## src/rtl/core/dla_ram.sv

```systemverilog
// Generic simple dual-port RAM with registered read data.
module dla_ram #(
    parameter int WIDTH = 8,
    parameter int DEPTH = 16
) (
    input  logic                     i_clk,
    input  logic                     i_we,
    input  logic [$clog2(DEPTH)-1:0] i_waddr,
    input  logic [WIDTH-1:0]         i_wdata,
    input  logic [$clog2(DEPTH)-1:0] i_raddr,
    output logic [WIDTH-1:0]         o_rdata
);

    logic [WIDTH-1:0] r_mem [DEPTH];
    logic [WIDTH-1:0] r_rdata;

    always_ff @(posedge i_clk) begin
        if (i_we) begin
            r_mem[i_waddr] <= i_wdata;
        end
        r_rdata <= r_mem[i_raddr];
    end

    assign o_rdata = r_rdata;

endmodule

```

## config.mk

```make
export PLATFORM = sky130hd
export DESIGN_NAME = dla_ram
export DESIGN_NICKNAME = d
export VERILOG_FILES = /design/src/rtl/core/dla_ram.sv
export SDC_FILE = /design/constraint.sdc
export NUM_CORES = 1
export LEC_CHECK = 0
export ABC_AREA = 1
export BUFFER_PORTS_ARGS = -buffer_cell sky130_fd_sc_hd__buf_2
export CORE_MARGIN = 2
export CORE_UTILIZATION = 61
export CTS_CLUSTER_DIAMETER = 120
export CTS_CLUSTER_SIZE = 8
export DETAILED_ROUTE_END_ITERATION = 7
export PLACE_DENSITY_LB_ADDON = 0.1
export SLEW_MARGIN = 5
export SYNTH_ARGS = -nofsm -noshare
export SYNTH_HDL_FRONTEND = slang
export SYNTH_SLANG_ARGS = --single-unit
```

## constraint.sdc

```tcl
create_clock -name i_clk -period 1.4 [get_ports i_clk]
set_input_delay 0.14 -clock i_clk [delete_from_list [all_inputs] [get_ports i_clk]]
set_output_delay 0.14 -clock i_clk [all_outputs]
set_load 0.05 [all_outputs]
```

==> results of run 1 <==
path summary, 6_finish.rpt:
check               startpoint  slack, ns  cells after the start           to
hold reg to reg   r_mem[12][2]       0.66                      6   o_rdata[2]
hold / removal      i_wdata[7]       0.04                      1  r_mem[9][7]
setup / recovery    o_rdata[0]       0.15                      1   o_rdata[0]
setup reg to reg  r_mem[11][5]       0.37                      6   o_rdata[5]
cells by family (layout without fill, tap and decap cells):
| logic type | count (synthesis) | after routing | share of synthesized area, % |
|---|---|---|---|
| buffers and inverters | 126 | 185 | 9.52 |
| flip-flops | 136 | 136 | 69.4 |
| AND/OR/NAND/NOR | 289 | 289 | 21.0 |
Yosys cell counts:
cell type	count
nor2_1	17
nand3b_1	2
buf_2	13
inv_2	2
dfxtp_1	8
buf_6	6
nand2_1	173
buf_1	1
inv_1	100
buf_4	4
edfxtp_1	128
nand3_1	97
final cells by class:
cell class / instances / area, sq um
flip-flops and latches: 136 / 4000
well taps: 111 / 139
clock buffers: 19 / 432
multi-input cells: 289 / 1210
clock inverters: 13 / 169
inverters: 102 / 383
repair buffers: 51 / 360
fillers: 622 / 2500
repair_timing:
item	in CTS	in global routing
endpoints found under the hold margin	5	0
hold buffers	1	0
buffers inserted	0	0
cell usage in the layout, fill, tap and decap left out, types with 2 or more instances in the layout:
cell type / n
clkbuf_8: 2
nor2_1: 17
inv_1: 100
nand3_1: 97
clkinvlp_4: 4
buf_4: 22
dfxtp_1: 8
nand3b_1: 2
inv_2: 2
buf_12: 3
inv_6: 4
buf_2: 25
edfxtp_1: 128
bufinv_16: 3
clkbuf_16: 16
nand2_1: 173
through the flow:
stage / cells / hold WS [ns] / utilization [%] / cell area [sq um] / worst slack [ns]
after global routing: 721 / 0.0343 / 72.9 / 6700 / 0.116
after CTS: 721 / 0.0254 / 72.9 / 6700 / 0.135
after detailed placement: 688 / 0.512 / 66.2 / 6090 / 0.192
after global placement: 688 / 0.514 / 66.2 / 6090 / 0.211
after floorplan: 551 / 0.239 / - / 5770 / 0.309
final: 721 / 0.0377 / 72.9 / 6700 / 0.145
registers in the layout, indices dropped and copies added, names as in the netlist:
register,cells
r_mem,128
o_rdata,8
power groups by stage:
stage | Combinational, mW | Clock, mW | Sequential (mW)
2_1_floorplan | 0.321 | 0 | 4.75
3_3_place_gp | 0.641 | 0 | 4.66
3_5_place_dp | 0.656 | 0 | 4.66
4_1_cts | 0.662 | 4.51 | 4.58
5_1_grt | 0.727 | 4.66 | 4.58
6_report | 0.661 | 4.47 | 4.58
metal layers:
layer / global-route usage [%] / up-vias / part of all wire [%]
met1: 37.9 / 1844 / 43
li1: - / 1865 / -
met4: 11.2 / 0 / 1.7
met3: 6.35 / 17 / 7.5
met5: 0 / - / 0
met2: 41.6 / 162 / 48
==> flow_summary.toml, run 1 <==
[timing]
maxSlewViolCount = 0
fmaxAchievable_ghz = 0.797
setup_tns_ns = 0
slew-limit-headroom_pct = 74.1
period_share_pct = 89.6
finalCriticalPeriod_ns = 1.25
hold_viol_final = 0
setup_viol = 0
rsz0062_at_grt = "false"
finalClockSkew_ns = 0.00584
worst_pin_slew_ns = 0.388

[critical_path]
critPathSlowestCell = "dfxtp_1"
critPathLaunchType = "flip-flop"
cp.arrival_ns = 1.11
slowest_delay_ns = 0.33
required_ns = 1.26
crit_family = "flip-flops"
crit_path_end_kind = "primary output"
cp_cell_sequence = "buf_2"
path_buf_inv = 1
worstSetupPathType = "flip-flop to primary output"
cp_max_fo = 1

[floorplanning]
die-width_um = 101
io_pins = 26
core_area_sq_mm = 0.00920
die_h_um = 101
start_util_pct = 62.7
rows = 35
dieArea_sq_mm = 0.0102

[place]
place_hpwl_mm = 7.64
place_congestion = 0.812
io_buffers = 25

[routing]
wirelength_mm = 12.6
drtAntennaViolNets = 0
remaining_drc_errors = 0
drt_iter0_drc = 321
viasPerCell = 5.39
vias = 3888
routedWlPerCell_um = 17.5
drt_first_pass_iters = 4

[cts]
clk_latency_ns = 0.52
clkTransAtPathRegs_ns = 0.06
numCtsBuffers = 17
clk_path_buf_depth = 2
cts-resized-gates = 0
cts_tree = "done"
htree_levels = 4
root_buffer = "clkbuf_8"
cts.sinks = 136

[grt]
grt.total_usage_pct = 27.1
grt_overflow_total = 0
grt_pass1_wl_mm = 20.2
antenna_found_initial = 0
grt_max_degree = 51
first_global_vias = 3798

[worst_hold_path]
hp-class = "input pin to flip-flop"

[run_status]
status = "finished clean"

[layout]
area_growth_pct = 16.2
antennaDiodeCount = 0
fin_nets = 615
drive_gt1_share_pct = 13.6

[synth]
synth_cell_types = 12
mappedNetlistArea_sq_mm = 0.00577
synth.top_cell.area_share_pct = 66.7
synth-seq-cells = 136
synth_top_cell_by_area = "edfxtp_1"
synth_area_leaders = "edfxtp_1 (67%), nand2_1 (11%), nand3_1 (8.4%)"
syn_inst = 551
yosys_warnings = 0
syn_avg_cell_area_sq_um = 10.5
synth_nets = 569
seq_area_frac_synth_pct = 69.4

[power_and_ir_drop]
p_total_mw = 9.71
pwr-share-seq_pct = 47.1
power_frac_comb_pct = 6.8
p_leak_nw = 2.94
power-per-cell-area_mw_per_mm2 = 1450
max-vdd-ir-drop_mv = 0.844
power.switching_mw = 2.20
p_sw_share_pct = 22.6
clkPwrFrac_pct = 46.1
p_int_mw = 7.51

[run]
cap_violations = 0
Note: power is estimated with default switching activity, not from simulation.
==> inputs of run 2 (changes only) <==
- RECOVER_POWER: not set -> 100
==> run 2 against run 1 <==
Compared with the run above: fmax down 1.2%; clock power about the same; final area down 1.1%; worst setup slack worse by 0.015 ns; register-to-register slack worse by 0.02 ns; final cell count unchanged; critical path depth unchanged; flip-flop and latch count unchanged; sequential power about the same; first-iteration DRC count down 11%; hold slack better by 0.15 ns; sequential share of layout area up 0.65 points; critical endpoint unchanged; largest cell class unchanged.
==> flow_summary.toml, run 2 (synthesis results as in run 1) <==
[run_status]
status = "finished clean"

[worst_hold_path]
min_from = "i_raddr[2]"
whs_path_depth = 5
hold_end = "o_rdata[2]"
hp-class = "input pin to flip-flop"

[critical_path]
crit_path_end_kind = "primary output"
critPathSlowestCell = "dfxtp_1"
cp_cell_sequence = "clkbuf_2"
cp_max_fo = 1
crit_family = "flip-flops"
reg2reg_depth = 6
r2r_slack_ns = 0.35
cp.arrival_ns = 1.13
path_buf_inv = 1
required_ns = 1.26
worstSetupPathType = "flip-flop to primary output"
critPathLaunchType = "flip-flop"
rr_startpoint = "r_mem[11][5]"
slowest_delay_ns = 0.34
r2r_end = "o_rdata[5]"

[grt]
met1_usage_pct = 37.9
grt.total_usage_pct = 27.1
grt.busiest_layer = "met2"
grt_max_degree = 51
grt_pass1_wl_mm = 20.2
gr-usage-met3_pct = 6.35
antenna_found_initial = 0
first_global_vias = 3798
grt_overflow_total = 0
use_met2_pct = 41.6

[cts]
clkTransAtPathRegs_ns = 0.06
postCtsSetupBuffers = 0
root_buffer = "clkbuf_8"
hold_buffers = 1
numCtsBuffers = 17
clk_path_buf_depth = 2
cts.sinks = 136
htree_levels = 4
clk_latency_ns = 0.51
cts-resized-gates = 0
cts_tree = "done"

[timing]
finalCriticalPeriod_ns = 1.27
hold_viol_final = 0
rsz0062_at_grt = "false"
maxSlewViolCount = 0
finalClockSkew_ns = 0.00786
slew-limit-headroom_pct = 39.1
setup_tns_ns = 0
worst_pin_slew_ns = 0.914
fmaxAchievable_ghz = 0.788
finalWorstSetupSlack_ns = 0.130
period_share_pct = 90.7
setup_viol = 0
hold_ws_ns = 0.183

[floorplanning]
rows = 35
core_area_sq_mm = 0.00920
die-width_um = 101
dieArea_sq_mm = 0.0102
io_pins = 26
die_h_um = 101
start_util_pct = 62.7

[power_and_ir_drop]
p_total_mw = 9.71
clkPwrFrac_pct = 46.1
power-per-cell-area_mw_per_mm2 = 1460
p_sw_share_pct = 22.7
max-vdd-ir-drop_mv = 0.844
pwr-share-seq_pct = 47.2
p_leak_nw = 2.85
power.switching_mw = 2.20
power_frac_comb_pct = 6.7
p_int_mw = 7.50

[place]
place_hpwl_mm = 7.64
place_congestion = 0.812
pre_cts_slack_ns = 0.192
io_buffers = 25

[run]
cap_violations = 0

[routing]
drtAntennaViolNets = 0
vias = 3892
drt_first_pass_iters = 5
viasPerCell = 5.40
routedWlPerCell_um = 17.6
remaining_drc_errors = 0
drt_iter0_drc = 285
wirelength_mm = 12.7

[layout]
area_growth_pct = 14.9
fillers = 639
largest_reg_flops = 128
fin_nets = 615
antennaDiodeCount = 0
layout_common_cells = "nand2_1 (173), edfxtp_1 (128), inv_1 (100)"
final_common_cell = "nand2_1"
drive_gt1_share_pct = 9.34
regMostFlops = "r_mem"
final_util_pct = 72.1
## run 2: cell count changes in the layout (fill, tap and decap cells not counted), sizes merged
| cell | previous run | this run |
|---|---|---|
| buf | 50 | 16 |
| clkbuf | 19 | 53 |
## run 2: worst max path at each step
stage               cells past startpoint  slack (ns)      endpoint        from
floorplan                               2        0.31  r_mem[10][0]  i_waddr[2]
global placement                        8        0.21    o_rdata[5]  i_raddr[0]
detailed placement                      8        0.19    o_rdata[0]  i_raddr[0]
CTS                                     1        0.13    o_rdata[0]  o_rdata[0]
global route                            1         0.1    o_rdata[0]  o_rdata[0]
finish                                  1        0.13    o_rdata[0]  o_rdata[0]
## run 2: power groups by stage
stage,clock network [mW],registers [mW],logic [mW]
global route,4.66,4.59,0.715
CTS,4.51,4.58,0.662
global placement,0,4.66,0.641
finish,4.48,4.58,0.650
detailed placement,0,4.66,0.656
floorplan,0,4.75,0.321
## run 2: cell type report
class | count | area (sq um) | share of cell area [%]
Sequential cell | 136 | 4000 | 60.4
Multi-Input combinational cell | 289 | 1210 | 18.3
Clock buffer | 19 | 432 | 6.51
Inverter | 102 | 383 | 5.78
Timing Repair Buffer | 51 | 288 | 4.34
Clock inverter | 13 | 169 | 2.55
Tap cell | 111 | 139 | 2.10
## run 2: through the flow
stage          cell area (sq um)  cells
2_1_floorplan               5770    551
3_3_place_gp                6090    688
3_5_place_dp                6090    688
4_1_cts                     6700    721
5_1_grt                     6630    721
6_report                    6630    721
## run 2: layer usage
metal / vias to the layer above / wire [um] / part of all wire (%)
li1: 1868 / - / -
met1: 1849 / 5500 / 43
met2: 156 / 5980 / 47
met3: 19 / 968 / 7.6
met4: 0 / 244 / 1.9
met5: - / 0 / 0
==> inputs of run 3 (changes only) <==
- BUFFER_PORTS_ARGS: -buffer_cell sky130_fd_sc_hd__buf_2 -> not set
- CORE_UTILIZATION: 61 -> 63
- DONT_BUFFER_PORTS: not set -> 1
==> run 3 against run 2 <==
Compared with the run above: the run now ends with negative hold slack left; flip-flop and latch count unchanged; via count decreased by 0.23%; utilization increased by 3.6 points; clock power increased by 11%; largest power group is now the clock network; highest routed layer is now met5; first-iteration DRC count up 14%; wire length increased by 5.7%; clock-buffer cell count decreased by 1; fmax fell by 4.6%; sequential share of layout area fell by 0.34 points; register-to-register slack hardly changed; final area up 0.57%.
==> flow_summary.toml, run 3 (synthesis results as in run 1) <==
[run_status]
status = "finished with violations"
violations = "negative hold slack"

[cts]
root_buffer = "clkbuf_8"
postCtsSetupBuffers = 0
hold_buffers = 11
clk_latency_ns = 0.53
htree_levels = 4
cts-resized-gates = 0
numCtsBuffers = 17
clkTransAtPathRegs_ns = 0.06
clk_path_buf_depth = 2
cts.sinks = 136
cts_tree = "done"

[critical_path]
worstSetupPathType = "flip-flop to primary output"
rr_startpoint = "r_mem[13][0]"
cp.depth = 0
worstSetupStartpoint = "o_rdata[3]"
required_ns = 1.26
critPathLaunchType = "flip-flop"
reg2reg_depth = 6
crit_path_end_kind = "primary output"
cp_max_fo = 1
cp.arrival_ns = 1.19

[floorplanning]
die_h_um = 99.7
die-width_um = 99.7
dieArea_sq_mm = 0.00994
io_pins = 26
rows = 34
start_util_pct = 65.5
core_area_sq_mm = 0.00881

[grt]
first_global_vias = 3793
grt_pass1_wl_mm = 20.4
antenna_found_initial = 1
grt_max_degree = 66
grt_overflow_total = 0
grt.total_usage_pct = 28.7

[layout]
largest_reg_flops = 128
drive_gt1_share_pct = 6.42
final_util_pct = 75.7
final_common_cell = "nand2_1"
layout_common_cells = "nand2_1 (173), edfxtp_1 (128), inv_1 (100)"
antennaDiodeCount = 0
area_growth_pct = 15.6
fillers = 564
fin_nets = 597
regMostFlops = "r_mem"

[routing]
drtAntennaViolNets = 0
remaining_drc_errors = 0
viasPerCell = 5.55
routedWlPerCell_um = 19.2
vias = 3883
drt_iter0_drc = 324
wirelength_mm = 13.4
drt_first_pass_iters = 5

[timing]
worst_pin_slew_ns = 0.773
hold_viol_final = 2
period_share_pct = 95.1
finalCriticalPeriod_ns = 1.33
maxSlewViolCount = 0
hold_ws_ns = -0.0252
finalClockSkew_ns = 0.0100
setup_tns_ns = 0
slew-limit-headroom_pct = 48.3
fmaxAchievable_ghz = 0.751
setup_viol = 0
rsz0062_at_grt = "false"

[place]
place_hpwl_mm = 7.50
io_buffers = 0
place_congestion = 0.857

[worst_hold_path]
hp-class = "input pin to flip-flop"
min_from = "i_raddr[0]"
whs_path_depth = 5

[run]
cap_violations = 0

[power_and_ir_drop]
power_frac_comb_pct = 4.9
pwr-share-seq_pct = 46.1
max-vdd-ir-drop_mv = 1.32
p_sw_share_pct = 21.5
p_int_mw = 7.98
power.switching_mw = 2.18
p_total_mw = 10.2
p_leak_nw = 2.84
power-per-cell-area_mw_per_mm2 = 1530
clkPwrFrac_pct = 49.1
==> run 3: cell count changes in the layout (fill, tap and decap cells not counted), sizes merged <==
cell / before / now
clkinvlp: 4 / 2
dlygate4sd3: 1 / 12
buf: 16 / 5
bufinv: 3 / 6
clkbuf: 53 / 34
==> run 3: final cells by class <==
type	instances	area (sq um)	area share [%]
inverter	102	383	5.74
clock inverter	14	244	3.66
timing repair buffer	33	268	4.02
multi-input combinational	289	1210	18.2
tap	108	135	2.03
sequential	136	4000	60.1
clock buffer	18	418	6.27
==> run 3: per-stage QoR <==
step	std cells	cell area (sq um)	worst slack, ns
final	700	6670	0.0689
after global placement	655	5920	0.344
after global routing	700	6670	0.0309
after floorplan	551	5770	0.309
after detailed placement	655	5920	0.297
after CTS	698	6710	0.0336
==> run 3: metal layers <==
layer	GRT usage, %	part of all wire [%]	wire length [um]	vias up
met5	0	0.097	13	-
met4	12.9	3.1	421	2
met3	6.82	7.9	1070	34
met2	47.0	49	6610	189
met1	36.9	40	5310	1826
li1	-	-	-	1832
==> run 3: power groups by stage <==
stage               combinational [mW]  sequential (mW)  clock, mW
CTS                              0.490             4.69       5.02
detailed placement               0.366             4.77          0
finish                           0.493             4.69       4.99
global placement                 0.357             4.77          0
global route                     0.543             4.69       5.19
floorplan                        0.321             4.75          0
==> run 3: path summary, 6_finish.rpt <==
path                            slack, ns         end
worst max register to register       0.34  o_rdata[0]
worst min-delay path                -0.03  o_rdata[4]
worst min register to register       0.67  o_rdata[4]
worst max-delay path                 0.07  o_rdata[3]
