<file path="src/rtl/core/dla_pkg.sv">
// Shared constants, types and the quarter-wave sine table of the aggregation walker.
package dla_pkg;

    localparam int GRID_SIZE    = 1024;
    localparam int ANGLE_STEPS  = 1024;
    localparam int COORD_W      = $clog2(GRID_SIZE);
    localparam int ANG_W        = $clog2(ANGLE_STEPS);
    localparam int QTR          = ANGLE_STEPS / 4;
    localparam int QTR_W        = ANG_W - 2;
    localparam int CENTRE       = GRID_SIZE / 2;
    localparam int RAD_W        = 16;
    localparam int RAD_MAX      = (1 << RAD_W) - 1;
    localparam int RADIUS_START = 1280;
    localparam int CNT_W        = 21;
    localparam int THR_W        = 17;
    localparam int DRAW_W       = 16;
    localparam int THR_RESET    = 65536;
    localparam int FULL_LIMIT   = (GRID_SIZE / 2) * 256;
    localparam int D2_W         = 2 * COORD_W;
    localparam int SQ_W         = D2_W + 16;
    localparam int SQ_STEPS     = SQ_W / 2;
    localparam int SIN_W        = 15;
    localparam int TRIG_W       = 16;
    localparam int RS_W         = RAD_W + 2;
    localparam int PROD_W       = RS_W + TRIG_W;
    localparam int PROD_SHIFT   = 22;

    localparam logic KIND_RESTART = 1'b0;
    localparam logic KIND_TICK    = 1'b1;

    typedef enum logic [1:0] {
        DIR_PX = 2'd0,
        DIR_PY = 2'd1,
        DIR_NX = 2'd2,
        DIR_NY = 2'd3
    } t_dir;

    typedef struct packed {
        logic            start;
        logic [SQ_W-1:0] operand;
    } t_sqrt_req;

    typedef struct packed {
        logic                done;
        logic [SQ_STEPS-1:0] root;
    } t_sqrt_rsp;

    typedef logic [QTR:0][SIN_W-1:0] t_sin_tab;

    localparam longint unsigned Q30_ONE     = 64'd1 << 30;
    localparam longint unsigned HALF_PI_Q30 = 64'd1686629713;

    // sin(r / ANGLE_STEPS * pi/2) in Q14: Horner Taylor series in Q30
    function automatic longint unsigned quarter_sin(longint unsigned r);
        longint unsigned x;
        longint unsigned x2;
        longint unsigned t;
        longint unsigned s;
        x  = r * HALF_PI_Q30 / ANGLE_STEPS;
        x2 = (x * x) >> 30;
        t  = Q30_ONE - x2 / 72;
        t  = Q30_ONE - ((x2 * t) >> 30) / 42;
        t  = Q30_ONE - ((x2 * t) >> 30) / 20;
        t  = Q30_ONE - ((x2 * t) >> 30) / 6;
        s  = (((x * t) >> 30) + 32768) >> 16;
        if (s > 16384) begin
            s = 16384;
        end
        if (r == 0) begin
            s = 0;
        end
        if (r >= ANGLE_STEPS) begin
            s = 16384;
        end
        return s;
    endfunction

    // spawn angles only land on multiples of four within a quadrant
    function automatic t_sin_tab sin_tab_build();
        t_sin_tab tab;
        for (int k = 0; k <= QTR; k++) begin
            tab[k] = SIN_W'(quarter_sin(longint'(4 * k)));
        end
        return tab;
    endfunction

    localparam t_sin_tab SIN_TAB = sin_tab_build();

endpackage

</file>
<file path="src/rtl/core/dla_sqrt.sv">
// Bit-serial integer square root, two operand bits per cycle.
module dla_sqrt (
    input  logic               i_clk,
    input  logic               i_rst_n,
    input  dla_pkg::t_sqrt_req i_req,
    output dla_pkg::t_sqrt_rsp o_rsp
);

    logic                     r_busy;
    logic                     r_done;
    logic [dla_pkg::SQ_W-1:0] r_v;
    logic [dla_pkg::SQ_W-1:0] r_res;
    logic [dla_pkg::SQ_W-1:0] r_bit;
    logic [dla_pkg::SQ_W-1:0] n_trial;

    assign n_trial = r_res + r_bit;

    always_ff @(posedge i_clk) begin
        if (!i_rst_n) begin
            r_busy <= 1'b0;
            r_done <= 1'b0;
        end else begin
            r_done <= 1'b0;
            if (i_req.start) begin
                r_busy <= 1'b1;
                r_v    <= i_req.operand;
                r_res  <= '0;
                r_bit  <= dla_pkg::SQ_W'(1) << (dla_pkg::SQ_W - 2);
            end else if (r_busy) begin
                if (r_v >= n_trial) begin
                    r_v   <= r_v - n_trial;
                    r_res <= (r_res >> 1) + r_bit;
                end else begin
                    r_res <= r_res >> 1;
                end
                r_bit <= r_bit >> 2;
                if (r_bit == dla_pkg::SQ_W'(1)) begin
                    r_busy <= 1'b0;
                    r_done <= 1'b1;
                end
            end
        end
    end

    assign o_rsp.done = r_done;
    assign o_rsp.root = r_res[dla_pkg::SQ_STEPS-1:0];

endmodule

</file>
<file path="config.mk">
export PLATFORM = sky130hd
export DESIGN_NAME = dla_sqrt
export DESIGN_NICKNAME = d
export VERILOG_FILES = /design/src/rtl/core/dla_pkg.sv /design/src/rtl/core/dla_sqrt.sv
export SDC_FILE = /design/constraint.sdc
export NUM_CORES = 1
export LEC_CHECK = 0
export ABC_AREA = 1
export BUFFER_PORTS_ARGS = -buffer_cell sky130_fd_sc_hd__buf_4
export CORE_MARGIN = 5
export CORE_UTILIZATION = 45
export DETAILED_ROUTE_END_ITERATION = 10
export PLACE_DENSITY = 0.61
export SETUP_SLACK_MARGIN = 0.1
export SLEW_MARGIN = 40
export SYNTH_ARGS = -nofsm -noshare
export SYNTH_HDL_FRONTEND = slang
export SYNTH_SLANG_ARGS = --single-unit
</file>
<file path="constraint.sdc">
create_clock -name i_clk -period 17.8 [get_ports i_clk]
set_input_delay 3.56 -clock i_clk [delete_from_list [all_inputs] [get_ports i_clk]]
set_output_delay 3.56 -clock i_clk [all_outputs]
set_load 0.05 [all_outputs]
</file>
==> impl_results.md, run 1 <==
* Status: complete, no violations
* H-tree Lvls at 3
* Die Ht at 160 um
* CTS tree: done
* Critical Path Start Type: input pin
* Final setup violation count at 0
* CTS Buf Count at 9
* Crit Reg-Reg Endpoint: r_v[14]
* Synth warnings at 0
* Highest Clock Rate at 174 MHz
* Final Skew at 10.8 ps
* Most frequent cells in the layout: nand2_1 (538), inv_1 (191), nor2_1 (162), nand3_1 (93), edfxtp_1 (90)
* Worst Path Required at 17790 ps
* Most frequent CP cell: buf_4
* Worst Hold Class: flop to flop
* Post-synth ARST share at 0
* Routed vias at 9954
* Fin. Hold Viols at 0
* Multi-input logic area at 0.00644 mm^2
* Clock root buffer: clkbuf_16
* FP Rows at 55
* Remaining Overflow, GRT at 0
* Hold slack at 518 ps
* CTS hold repair buffers at 0
* Commonest non-fill, non-tap cell in the layout: nand2_1
* R2R Path Start: r_res[12]
* Reg clk slew, reported paths at 80 ps
* CP max stage delay at 590 ps
* Crit path cell chain: buf_4, inv_2, a21oi_4, buf_4, o21ai_0, inv_1, buf_4
* Post_cts resized at 0
* Final nets at 1710
* GRT Total Usage at 0.236
* Yosys reg bits at 92
* FF+latch area at 0.00274 mm^2
* DRT iter0 DRCs at 728
* Vias in the first global route at 9475
* Fill count at 2387
* Register area share after synthesis at 0.269
* MaxCap Viol Count at 0
* Mapped Cells at 1563
* Starting density of the core at 0.454
* Pre-Repair DR Iteration Count at 7
* Antenna-violating nets left at 0
* Final WL at 30500 um
* Leak pwr at 5.32 nW
* Final Wtd Congestion at 0.911
* Worst-path maximum fanout at 68
* Worst-Margin Slew at 769 ps
* Hold Path Sink: r_done
* Slew Viols, Final at 0
* Setup crit end kind: flop
* Largest net degree at the start of global routing at 69
* Die width at 160 um
* Syn Area/Cell at 6.51 um^2
* CP Class: input pin to flop
* Final worst-path cycle share at 0.323
* Area Overhead vs Synth at 8.29%
* WP data arrival at 5730 ps
* First-pass GRT wire length at 48900 um
* Buffers on Ports at 57
* Worst skew pair latency at 360 ps
* EDFF count, synth at 90
* IO Count at 58
* Slowest cell on crit path: buf_4
* Hpwl dp at 24200 um
* RSZ-0062 raised after global routing: no
* Layout cells sized above 1 at 0.0881
* R2R Setup Slk at 12830 ps
* Setup Buffers After CTS at 0
* P per Cell Area at 101 mW/mm^2
* Synth Flop Type: edfxtp_1
* Clock net sink count at 92
* Drt drc at 0
* Worst slew margin at 0.487
* HP Start: r_busy
* WL/cell at 16.2 um
* Max clock buf depth at 2
* Diodes inserted at 0
* Initial antenna violation count at 0
* Hold path cells at 2
* Fin crit period at 5740 ps
* Post-synth net total at 1677
* Core Region at 0.0224 mm^2
* Reg2Reg Depth at 24
* Die ar. at 0.0257 mm^2
* Vias per Instance at 5.28
* Syn Std Cell Area at 0.0102 mm^2
* Setup tns final at 0 ps
* Yosys cell types at 49
* Max IR drop VDD at 57.0 uV
flip-flops by register name, indices dropped and copies added, names as in the netlist:
register  flops
r_bit        18
r_busy        1
r_done        1
r_res        36
r_v          36
where the power goes:
part	switching, W	total (W)	internal, W
clock	0.0000989	0.000198	0.0000987
sequential	0.0000383	0.000321	0.000283
combinational	0.000392	0.000596	0.000204
total	0.000529	0.00111	0.000585
area by class of cell:
class,instances,area share
Clock inverter,7,0.00658
Sequential cell,92,0.249
Clock buffer,9,0.0204
Timing Repair Buffer,60,0.0409
Multi-Input combinational cell,1239,0.585
Inverter,194,0.0661
Tap cell,285,0.0324
synth_stat cells, drive strengths merged, types with 2 or more instances:
cell | number | share of area
a21o | 3 | 0.0022
and2 | 6 | 0.0037
nor4 | 7 | 0.0058
xnor2 | 25 | 0.022
a21oi | 74 | 0.037
a31oi | 5 | 0.0031
buf | 27 | 0.023
xor2 | 31 | 0.027
nor3 | 15 | 0.0074
o21a | 3 | 0.0022
nand4 | 34 | 0.021
edfxtp | 90 | 0.27
clkbuf | 11 | 0.0041
or2 | 7 | 0.0043
nor2 | 169 | 0.066
nand3 | 96 | 0.049
o21bai | 11 | 0.0081
o21ai | 71 | 0.036
inv | 193 | 0.071
dfxtp | 2 | 0.0039
ha | 74 | 0.091
nand3b | 23 | 0.017
nand2 | 576 | 0.22
critical path: cells and delay by family:
| kind | cells | cell delay (ps) |
|---|---|---|
| AO/OA/AOI/OAI | 2 | 330 |
| buffers and inverters | 5 | 1800 |
worst max-delay path by stage:
stage | slack (ps) | start | end | cells after the start
floorplan | 9610 | i_req[36] | r_v[0] | 5
global placement | 11590 | i_req[36] | r_v[5] | 7
detailed placement | 11580 | i_req[36] | r_v[1] | 7
CTS | 11940 | i_req[36] | r_v[14] | 7
global route | 11850 | i_req[36] | r_v[13] | 7
finish | 12060 | i_req[36] | r_v[14] | 7
per-stage QoR:
step / setup slack [ps] / total power [W] / instance area [um^2] / instances / util
2_1_floorplan: 9610 / 0.000779 / 10200 / 1563 / -
3_3_place_gp: 11590 / 0.000910 / 10700 / 1870 / 0.478
3_5_place_dp: 11580 / 0.000916 / 10700 / 1870 / 0.478
4_1_cts: 11940 / 0.00112 / 11000 / 1886 / 0.491
5_1_grt: 11850 / 0.00121 / 11000 / 1886 / 0.491
6_report: 12060 / 0.00111 / 11000 / 1886 / 0.491
logic make-up (layout without fill, tap and decap cells):
family | after synthesis | after routing | share of synthesized area
compound gates | 173 | 173 | 0.0938
xor+xnor | 56 | 56 | 0.0482
fa+ha+maj | 75 | 75 | 0.0929
buf+inv | 232 | 270 | 0.0984
flops | 92 | 92 | 0.269
simple gates | 935 | 935 | 0.397
per-layer routing:
layer,track usage,vias up,part of all wire
met5,0,-,0
met4,0.0622,0,0.022
met3,0.0282,50,0.043
met2,0.406,227,0.48
met1,0.315,4525,0.45
li1,-,5152,-
Power figures use the tool's default switching activity.
==> run 2: changes to the inputs <==
- ABC_AREA: 1 -> 0
- PLACE_DENSITY: 0.61 -> 0.64
- clock period: 17.8 -> 5 ns (I/O delays scaled with it)
==> impl_results.md, run 2 <==
* Drt drc at 0 (unchanged)
* Most common cell in the netlist: nand2_1 (unchanged)
* Setup WS pre-CTS at 160 ps (was 11580 ps)
* Clock net sink count at 92 (unchanged)
* Hold Path Sink: r_done (unchanged)
* Worst-path maximum fanout at 22 (was 68)
* CP Class: flop to flop (was input pin to flop)
* Dpl cells at 1139 (was 1870)
* FP Rows at 48 (was 55)
* First-pass GRT wire length at 31700 um (was 48900 um)
* Die ar. at 0.0204 mm^2 (was 0.0257 mm^2)
* P per Cell Area at 407 mW/mm^2 (was 101 mW/mm^2)
* CP top delay family: compound AO/OA/AOI/OAI gates (was buffers and inverters)
* CP max stage delay at 420 ps (was 590 ps)
* FF+latch area at 0.00274 mm^2 (unchanged)
* Worst-Margin Slew at 747 ps (was 769 ps)
* Register area share after synthesis at 0.345 (was 0.269)
* Reg clk slew, reported paths at 70 ps (was 80 ps)
* Final WL at 20300 um (was 30500 um)
* CTS tree: done (unchanged)
* Finished Layout Cells at 1164 (was 1886)
* Pre-Repair DR Iteration Count at 5 (was 7)
* Largest regs: r_res x36, r_v x36, r_bit x18 (unchanged)
* Final nets at 1048 (was 1710)
* Antenna-violating nets left at 0 (unchanged)
* CTS Buf Count at 9 (unchanged)
* Final worst slack at 275 ps (was 12060 ps)
* Largest net degree at the start of global routing at 76 (was 69)
* Yosys cell types at 61 (was 49)
* Diodes inserted at 0 (unchanged)
* Worst skew pair latency at 360 ps (about the same)
* Final worst-path cycle share at 0.945
* Reg2Reg Depth at 21 (was 24)
* Multi-input logic area at 0.00504 mm^2 (was 0.00644 mm^2)
* Setup crit end kind: flop (unchanged)
* Starting density of the core at 0.460 (was 0.454)
* Syn Std Cell Area at 0.00796 mm^2 (was 0.0102 mm^2)
* Crit Reg-Reg Endpoint: r_res[21] (was r_v[14])
* Worst slew margin at 0.502 (was 0.487)
* Area Overhead vs Synth at 14.6% (was 8.29%)
* WP data arrival at 4830 ps (was 5730 ps)
* EDFF count, synth at 90 (unchanged)
* Yosys reg bits at 92 (unchanged)
* Final Cell Area at 0.00911 mm^2 (was 0.0110 mm^2)
* R2R Path Start: r_bit[0] (was r_res[12])
* Vias in the first global route at 6134 (was 9475)
* Mapped Cells at 886 (was 1563)
* Crit path cell chain: ha_1, ha_1, a21o_1, a31oi_4, o21ai_2, a31o_2, nand3_1, a21oi_2, o2111ai_1, a21boi_0, xnor2_1, ha_2, nand4_1, nor4_2, a31oi_1, a21oi_2, buf_4, nor2_2, buf_12, nor2_1, mux2_2 (was buf_4, inv_2, a21oi_4, buf_4, o21ai_0, inv_1, buf_4)
* Synth cell count leaders: nand2_1 (97), edfxtp_1 (90), o21ai_0 (83) (was nand2_1 (538), inv_1 (191), nor2_1 (162))
* Routed vias at 6685 (was 9954)
* IO Count at 58 (unchanged)
* Hpwl dp at 14800 um (was 24200 um)
* Buffers on Ports at 57 (unchanged)
* Leak pwr at 3.48 nW (was 5.32 nW)
* Worst Hold Class: flop to flop (unchanged)
* Post-synth top area cell: edfxtp_1 (unchanged)
* H-tree Lvls at 3 (unchanged)
* GRT Total Usage at 0.194 (was 0.236)
* Max clock buf depth at 2 (unchanged)
* Syn Area/Cell at 8.98 um^2 (was 6.51 um^2)
* Die Ht at 143 um (was 160 um)
* WL/cell at 17.5 um (was 16.2 um)
* Final setup violation count at 0 (unchanged)
* Fin crit period at 4730 ps
* Final Skew at 8.04 ps (was 10.8 ps)
* HP Start: r_busy (unchanged)
* DRT iter0 DRCs at 564 (was 728)
* Post-synth net total at 1000 (was 1677)
* Synth warnings at 0 (unchanged)
* Most frequent cells in the layout: nand2_1 (97), edfxtp_1 (90), buf_4 (83), o21ai_0 (78), nor2_1 (73) (was nand2_1 (538), inv_1 (191), nor2_1 (162), nand3_1 (93), edfxtp_1 (90))
* Layout cells sized above 1 at 0.163 (was 0.0881)
* Status: complete, no violations (unchanged)
* Slew Viols, Final at 0 (unchanged)
* Remaining Overflow, GRT at 0 (unchanged)
* Highest Clock Rate at 212 MHz
* Yosys top cell area share at 0.340 (was 0.266)
* Slowest cell on crit path: edfxtp_1 (was buf_4)
* Die width at 143 um (was 160 um)
* Hold slack at 487 ps (was 518 ps)
* Initial antenna violation count at 0 (unchanged)
* MaxCap Viol Count at 0 (unchanged)
* Hold path cells at 1 (was 2)
* Worst Path Required at 5110 ps (was 17790 ps)
* Commonest non-fill, non-tap cell in the layout: nand2_1 (unchanged)
* Vias per Instance at 5.74 (was 5.28)
* Fin. Hold Viols at 0 (unchanged)
* Largest cells by area after synthesis: edfxtp_1 (34%), ha_1 (12%), o21ai_0 (5.2%) (was edfxtp_1 (27%), nand2_1 (20%), ha_1 (9.1%))
* RSZ-0062 raised after global routing: no (unchanged)
* Synth Flop Type: edfxtp_1 (unchanged)
* R2R Setup Slk at 270 ps (was 12830 ps)
* Worst path buffer plus inverter count at 2 (was 5)
* Max IR drop VDD at 197 uV (was 57.0 uV)
* Post-synth ARST share at 0 (unchanged)
* Clock root buffer: clkbuf_16 (unchanged)
* Final Wtd Congestion at 0.909 (was 0.911)
* Core Region at 0.0173 mm^2 (was 0.0224 mm^2)
* Setup tns final at 0 ps (unchanged)
* Placed cell areas at 0.00864 mm^2 (was 0.0107 mm^2)
* Critical Path Start Type: flop (was input pin)
* Fill count at 1626 (was 2387)
-- run 2: cell count changes after synthesis, moves of 13 or more --
| cell | before | now |
|---|---|---|
| nand3b_1 | 23 | 1 |
| nor2b_1 | 0 | 33 |
| nand4_1 | 34 | 12 |
| a31oi_1 | 5 | 28 |
| nand2_2 | 37 | 0 |
| a211oi_1 | 1 | 25 |
| clkbuf_1 | 11 | 24 |
| o21ai_0 | 64 | 83 |
| a21o_1 | 3 | 21 |
| nand2_1 | 538 | 97 |
| inv_1 | 191 | 12 |
| nor2_1 | 162 | 73 |
| xnor2_1 | 25 | 44 |
| nand3_1 | 93 | 11 |
-- run 2: final cells by class --
| class | count | area share |
|---|---|---|
| tap | 225 | 0.0309 |
| sequential | 92 | 0.301 |
| inverter | 12 | 0.00494 |
| clock buffer | 11 | 0.0255 |
| clock inverter | 5 | 0.00412 |
| multi-input combinational | 731 | 0.553 |
| timing repair buffer | 88 | 0.0804 |
-- run 2: power by group --
| group | internal [W] | switching (W) |
|---|---|---|
| sequential | 0.00100 | 0.0000922 |
| combinational | 0.000826 | 0.00113 |
| clock | 0.000341 | 0.000314 |
-- run 2: metal layers --
| layer | vias up | track usage | part of all wire |
|---|---|---|---|
| met5 | - | 0 | 0 |
| met4 | 0 | 0.0665 | 0.019 |
| met3 | 20 | 0.0248 | 0.043 |
| met2 | 146 | 0.295 | 0.44 |
| met1 | 3142 | 0.285 | 0.49 |
| li1 | 3377 | - | - |
-- run 2: timing repair --
item | in CTS | in global routing
endpoints found under the setup margin | 0 | 73
resized for setup | 0 | 23
buffers inserted | 0 | 7
hold buffers | 0 | 0
-- run 2: worst max-delay path by stage --
stage	endpoint	depth (start not counted)	startpoint
global placement	r_res[7]	20	r_bit[0]
finish	r_res[21]	21	r_bit[0]
detailed placement	r_res[7]	20	r_bit[0]
floorplan	r_v[0]	20	r_res[2]
global route	r_res[3]	19	r_res[18]
CTS	r_res[7]	20	r_bit[0]
-- run 2: kinds of logic after synthesis --
family,Yosys count,synth area share
flip-flops,92,0.345
XOR/XNOR,82,0.0903
buffers and inverters,63,0.0418
AO/OA/AOI/OAI,287,0.228
multiplexers,3,0.00425
AND/OR/NAND/NOR,284,0.172
adder cells (fa/ha/maj),75,0.119
-- run 2: worst register-to-register path: stages, from the launching register on --
cell and delay [ps]:
edfxtp_1 420, ha_1 230, ha_1 210, a21o_1 220, a31oi_4 230, o21ai_2 100
a31o_2 300, nand3_1 110, a21oi_2 90, o2111ai_1 180, a21boi_0 130, xnor2_1 190
ha_2 400, nand4_1 150, nor4_2 310, a31oi_1 160, a21oi_2 220, buf_4 150
nor2_2 40, buf_12 170, nor2_1 120, mux2_2 340
-- run 2: per-stage QoR --
step           utilization  total power [W]
5_1_grt              0.527          0.00396
4_1_cts              0.515          0.00360
2_1_floorplan            -          0.00253
3_5_place_dp         0.500          0.00293
6_report             0.527          0.00371
3_3_place_gp         0.500          0.00292
